`config.mk`:
```
export PLATFORM = sky130hd
export DESIGN_NAME = vpa_queue
export DESIGN_NICKNAME = d
export VERILOG_FILES = /design/src/rtl/vpa_pkg.sv /design/src/rtl/vpa_queue.sv
export SDC_FILE = /design/constraint.sdc
export NUM_CORES = 1
export LEC_CHECK = 0
export ABC_AREA = 1
export BUFFER_PORTS_ARGS = -buffer_cell sky130_fd_sc_hd__clkbuf_2
export CORE_AREA = 4 4 338 340
export DETAILED_ROUTE_END_ITERATION = 8
export DIE_AREA = 0 0 342 344
export GPL_TIMING_DRIVEN = 0
export PLACE_DENSITY = 0.55
export SLEW_MARGIN = 20
export SYNTH_ARGS = -nofsm -noshare
export SYNTH_HDL_FRONTEND = slang
export SYNTH_SLANG_ARGS = --single-unit
```
`constraint.sdc`:
```
create_clock -name clk -period 35.4 [get_ports clk]
set_input_delay 1.77 -clock clk [delete_from_list [all_inputs] [get_ports clk]]
set_output_delay 1.77 -clock clk [all_outputs]
set_load 0.005 [all_outputs]
```
`src/rtl/vpa_pkg.sv`:
```
// Package for the vector pair angle block: widths, stage counts, beat types, arctangent constants.
package vpa_pkg;

    localparam int SAMPLE_BITS_DEF = 16;
    localparam int ANGLE_FRAC_DEF  = 13;
    localparam int SAMPLE_BITS_MAX = 24;
    localparam int PROD_W          = 2 * SAMPLE_BITS_MAX;
    localparam int ANGLE_BITS      = 15;
    localparam int ANG_UNIT_BITS   = 48;
    localparam int CORDIC_ITERS    = 40;
    localparam int NORM_BIT        = 40;
    localparam int PRE_MAX         = 2 * SAMPLE_BITS_MAX - 1 - 31;
    localparam int PRE_W           = $clog2(PRE_MAX + 1);
    localparam int SQRT_STEPS      = 32;
    localparam int NORM_STEPS      = 6;
    localparam int FRONT_STAGES    = 7;
    localparam int QUEUE_DEPTH     = 2;
    localparam int LATENCY         = 1 + FRONT_STAGES + SQRT_STEPS + 1 + NORM_STEPS + 1
                                     + CORDIC_ITERS + 1;

    typedef struct packed {
        logic                     nz;
        logic signed [PROD_W-1:0] axbx;
        logic signed [PROD_W-1:0] ayby;
        logic signed [PROD_W-1:0] azbz;
        logic signed [PROD_W-1:0] aybz;
        logic signed [PROD_W-1:0] azby;
        logic signed [PROD_W-1:0] azbx;
        logic signed [PROD_W-1:0] axbz;
        logic signed [PROD_W-1:0] axby;
        logic signed [PROD_W-1:0] aybx;
    } vpa_prod_t;

    localparam int PROD_BEAT_W = $bits(vpa_prod_t);

    typedef struct packed {
        logic full;
        logic empty;
    } vpa_qstat_t;

    function automatic logic [63:0] quarter_pi_q48();
        logic [63:0] t5;
        logic [63:0] s5;
        logic [63:0] t239;
        logic [63:0] s239;
        logic [63:0] part;
        t5   = (64'd1 << ANG_UNIT_BITS) / 64'd5;
        s5   = 64'd0;
        t239 = (64'd1 << ANG_UNIT_BITS) / 64'd239;
        s239 = 64'd0;
        for (int k = 0; k < 32; k++) begin
            if (t5 != 64'd0) begin
                part = t5 / 64'(2 * k + 1);
                s5   = (k % 2 == 0) ? s5 + part : s5 - part;
                t5   = t5 / 64'd25;
            end
            if (t239 != 64'd0) begin
                part = t239 / 64'(2 * k + 1);
                s239 = (k % 2 == 0) ? s239 + part : s239 - part;
                t239 = t239 / 64'd57121;
            end
        end
        return 64'd4 * s5 - s239;
    endfunction

    function automatic logic [63:0] atan_entry(int i);
        logic [63:0] term;
        logic [63:0] sum;
        logic [63:0] part;
        term = (64'd1 << ANG_UNIT_BITS) >> i;
        sum  = 64'd0;
        if (i == 0) begin
            sum = quarter_pi_q48();
        end
        else begin
            for (int k = 0; k < 25; k++) begin
                if (term != 64'd0) begin
                    part = term / 64'(2 * k + 1);
                    sum  = (k % 2 == 0) ? sum + part : sum - part;
                    term = term >> (2 * i);
                end
            end
        end
        return sum;
    endfunction

    localparam logic [63:0] QUARTER_PI_Q48 = quarter_pi_q48();
    localparam logic [63:0] HALF_PI_Q48    = QUARTER_PI_Q48 << 1;
    localparam logic [63:0] PI_Q48         = QUARTER_PI_Q48 << 2;

endpackage

```
`src/rtl/vpa_queue.sv`:
```
// Short register queue between the front and back parts.
module vpa_queue #(
    parameter int WIDTH = vpa_pkg::PROD_BEAT_W,
    parameter int DEPTH = vpa_pkg::QUEUE_DEPTH
) (
    input  logic                   clk,
    input  logic                   rst_n,
    input  logic                   push,
    input  logic [WIDTH-1:0]       push_data,
    input  logic                   pop,
    output logic [WIDTH-1:0]       pop_data,
    output vpa_pkg::vpa_qstat_t    stat
);
    import vpa_pkg::*;

    localparam int AW = (DEPTH > 1) ? $clog2(DEPTH) : 1;
    localparam int CW = $clog2(DEPTH + 1);

    logic [WIDTH-1:0] mem_reg [DEPTH];
    logic [AW-1:0]    wr_ptr_reg, wr_ptr_next;
    logic [AW-1:0]    rd_ptr_reg, rd_ptr_next;
    logic [CW-1:0]    count_reg, count_next;
    logic             do_push, do_pop;

    assign stat.full  = (count_reg == CW'(DEPTH));
    assign stat.empty = (count_reg == '0);
    assign do_push    = push && !stat.full;
    assign do_pop     = pop && !stat.empty;
    assign pop_data   = mem_reg[rd_ptr_reg];

    always_comb
    begin
        wr_ptr_next = wr_ptr_reg;
        rd_ptr_next = rd_ptr_reg;
        count_next  = count_reg;
        if (do_push)
        begin
            wr_ptr_next = (wr_ptr_reg == AW'(DEPTH - 1)) ? '0 : wr_ptr_reg + 1'b1;
        end
        if (do_pop)
        begin
            rd_ptr_next = (rd_ptr_reg == AW'(DEPTH - 1)) ? '0 : rd_ptr_reg + 1'b1;
        end
        if (do_push && !do_pop)
        begin
            count_next = count_reg + 1'b1;
        end
        else if (do_pop && !do_push)
        begin
            count_next = count_reg - 1'b1;
        end
    end

    always_ff @(posedge clk or negedge rst_n)
    begin
        if (!rst_n)
        begin
            wr_ptr_reg <= '0;
            rd_ptr_reg <= '0;
            count_reg  <= '0;
        end
        else
        begin
            wr_ptr_reg <= wr_ptr_next;
            rd_ptr_reg <= rd_ptr_next;
            count_reg  <= count_next;
        end
    end

    always_ff @(posedge clk)
    begin
        if (do_push)
        begin
            mem_reg[wr_ptr_reg] <= push_data;
        end
    end

endmodule

```
==> metrics.yaml <==
via_per_inst: 4.18
irDropWorstVdd_mv: 0.0402
tritoncts: "built"
critPathKind: "reg2out"
area_growth_syn_to_layout_pct: 30.9
grt_pass1_wl_um: 132000
insertion_delay_ns: 0.67
largest_reg_flops: 866
antenna_left: 0
worstReg2RegEnd: "mem_reg[1][249]"
std_cell_rows: 123
drc: 0
yosys_warnings: 0
postLayoutCoreUtil_pct: 37.1
clock_tree.root_cell: "clkbuf_16"
grt_pass1_vias: 19600
antenna_found_initial: 22
clk_pin_slew_ns: 0.06
dieArea_um2: 118000
drt_iter0_drc: 914
synth_nets: 2731
vias: 20400
clock-sinks: 870
drt_first_pass_iters: 4
die_h_um: 344
nNetsFinal: 3724
synthCells: 2293
p_leak_uw: 0.0177
grt_max_degree: 95
async_reset_ff_share_pct: 0.460
totalWireLength_um: 95500
yosys.cell_count.top_type: "nand2_1"
synth_edf_count: 866
fp.dieW_um: 342
drive_above_1_share_pct: 33.1
ys_top_cells_by_count: "1308 x nand2_1, 866 x edfxtp_1, 64 x buf_2"
cp_data_arrival_time_ns: 2.62
hp-class: "reg2reg"
hold_start: "wr_ptr_reg"
power.density_nw_per_um2: 84.6
start_util_pct: 28.4
dp_hpwl_um: 71200
grt_usage_pct: 15.5
clockBufferDepth: 3
cts_buffers: 94
grt_setup_unrepaired: "false"
synth_top_area_share_pct: 82.2
coreArea_um2: 112000
max-slew-margin-rel_pct: 50.8
gp_congestion: 0.801
setup_viol: 0
r2r_setup_slack_ns: 32.10
wl_per_cell_um: 19.6
ys_ff_latch: 870
fin_skew_ns: 0.0413
worstMarginPinSlew_ns: 0.737
overflow: 0
fin_crit_ns: 4.39
finalSetupTns_ns: 0
cts_htree_levels: 3
status: "completed"
cts_resized: 0
io_buffer_count: 871
endpoint_kind: "primary output"
synth.distinct_cells: 16
hold_slack_ns: 0.487
num_io_pins: 872
cts_setup_buffers: 0
slew_violations: 0
yosysSeqAreaShare_pct: 82.5
period_share_pct: 12.4
syn_avg_cell_area_um2: 13.8
fmax_ghz: 0.228
r2r_start: "count_reg[0]"
hold_depth: 2
worst_setup_path_start_kind: "register"
r2r.worst_path.cells: 10
hold_buffers: 0
path_max_fanout: 10
ys.flop_type: "edfxtp_1"
cp.required_ns: 33.63
finalHoldViolCount: 0
max_cap_viol_count: 0
worstHoldEndpoint: "wr_ptr_reg"
syn_area_um2: 31600
synthTopCellsByArea: "edfxtp_1 82%, nand2_1 16%, buf_2 1.0%"
yosys.area.top_type: "edfxtp_1"
-- worst max-delay path by stage --
stage	start	to	depth (start not counted)	slack, ns
finish	rd_ptr_reg	pop_data[45]	6	31.01
global route	rd_ptr_reg	pop_data[44]	6	30.74
CTS	rd_ptr_reg	pop_data[44]	6	30.84
detailed placement	push	mem_reg[1][251]	11	30.66
global placement	push	mem_reg[1][251]	3	1.82
floorplan	push	mem_reg[1][0]	2	14.38
-- logic make-up after synthesis --
family / Yosys count / synth area share (%)
adders and majority gates: 1 / 0.0395
buffers and inverters: 104 / 1.79
AOI/OAI and AO/OA: 2 / 0.0316
xor gates and xnor gates: 1 / 0.0277
and+or+nand+nor: 1315 / 15.6
DFF: 870 / 82.5
-- per-layer routing --
layer	wire [µm]	track usage, %	up-vias	part of all wire, %
met3	9110	6.00	141	9.5
li1	-	-	9807	-
met4	2680	5.25	8	2.8
met2	49600	27.7	716	52
met1	34100	16.6	9682	36
met5	55	0	-	0.058
-- through the flow --
stage               cell area (µm²)  setup WS (ns)  std cells  power (µW)
floorplan                     31600          14.38       2293        2120
global placement              37900           1.82       4664        2850
detailed placement            38500          30.66       4690        2650
CTS                           41400          30.84       4857        3580
global route                  41400          30.74       4871        3730
finish                        41400          31.01       4873        3510
-- where the power goes --
group	internal, µW	total, µW	switching [µW]
Clock	518	918	400
Sequential	1400	1440	43.8
Combinational	378	1140	766
Total	2300	3510	1210
-- placed cells by master (no fill, tap or decap), types with 2 or more instances in the layout --
cell	Yosys	routed
clkinvlp_4	0	3
bufinv_16	0	3
diode_2	0	16
clkinv_2	0	11
dfrtp_1	4	4
buf_12	0	15
inv_8	0	2
buf_16	0	11
o21ai_0	2	2
buf_2	64	64
clkbuf_16	0	95
nor2_1	4	3
inv_6	0	3
nand2_1	1308	1308
clkinv_4	0	2
clkinv_16	0	4
clkbuf_2	0	872
buf_4	24	24
clkinv_1	0	20
clkbuf_1	7	31
inv_1	7	6
edfxtp_1	866	866
-- critical path, stage by stage, from the launching register on --
cell,delay (ns)
dfrtp_1,0.40
inv_2,0.06
buf_4,0.25
clkbuf_1,0.60
nand2_1,0.11
nand2_1,0.35
clkbuf_2,0.19
-- area by class of cell --
cell class,instances,area [µm²]
inverters,8,37.5
repair buffers,897,4960
multi-input cells,1319,4980
plain buffers,96,539
clock inverters,47,418
diodes,16,40.0
well taps,1500,1880
clock buffers,120,2470
fillers,10700,70100
flip-flops and latches,870,26100
Note: power is estimated with default switching activity, not from simulation.
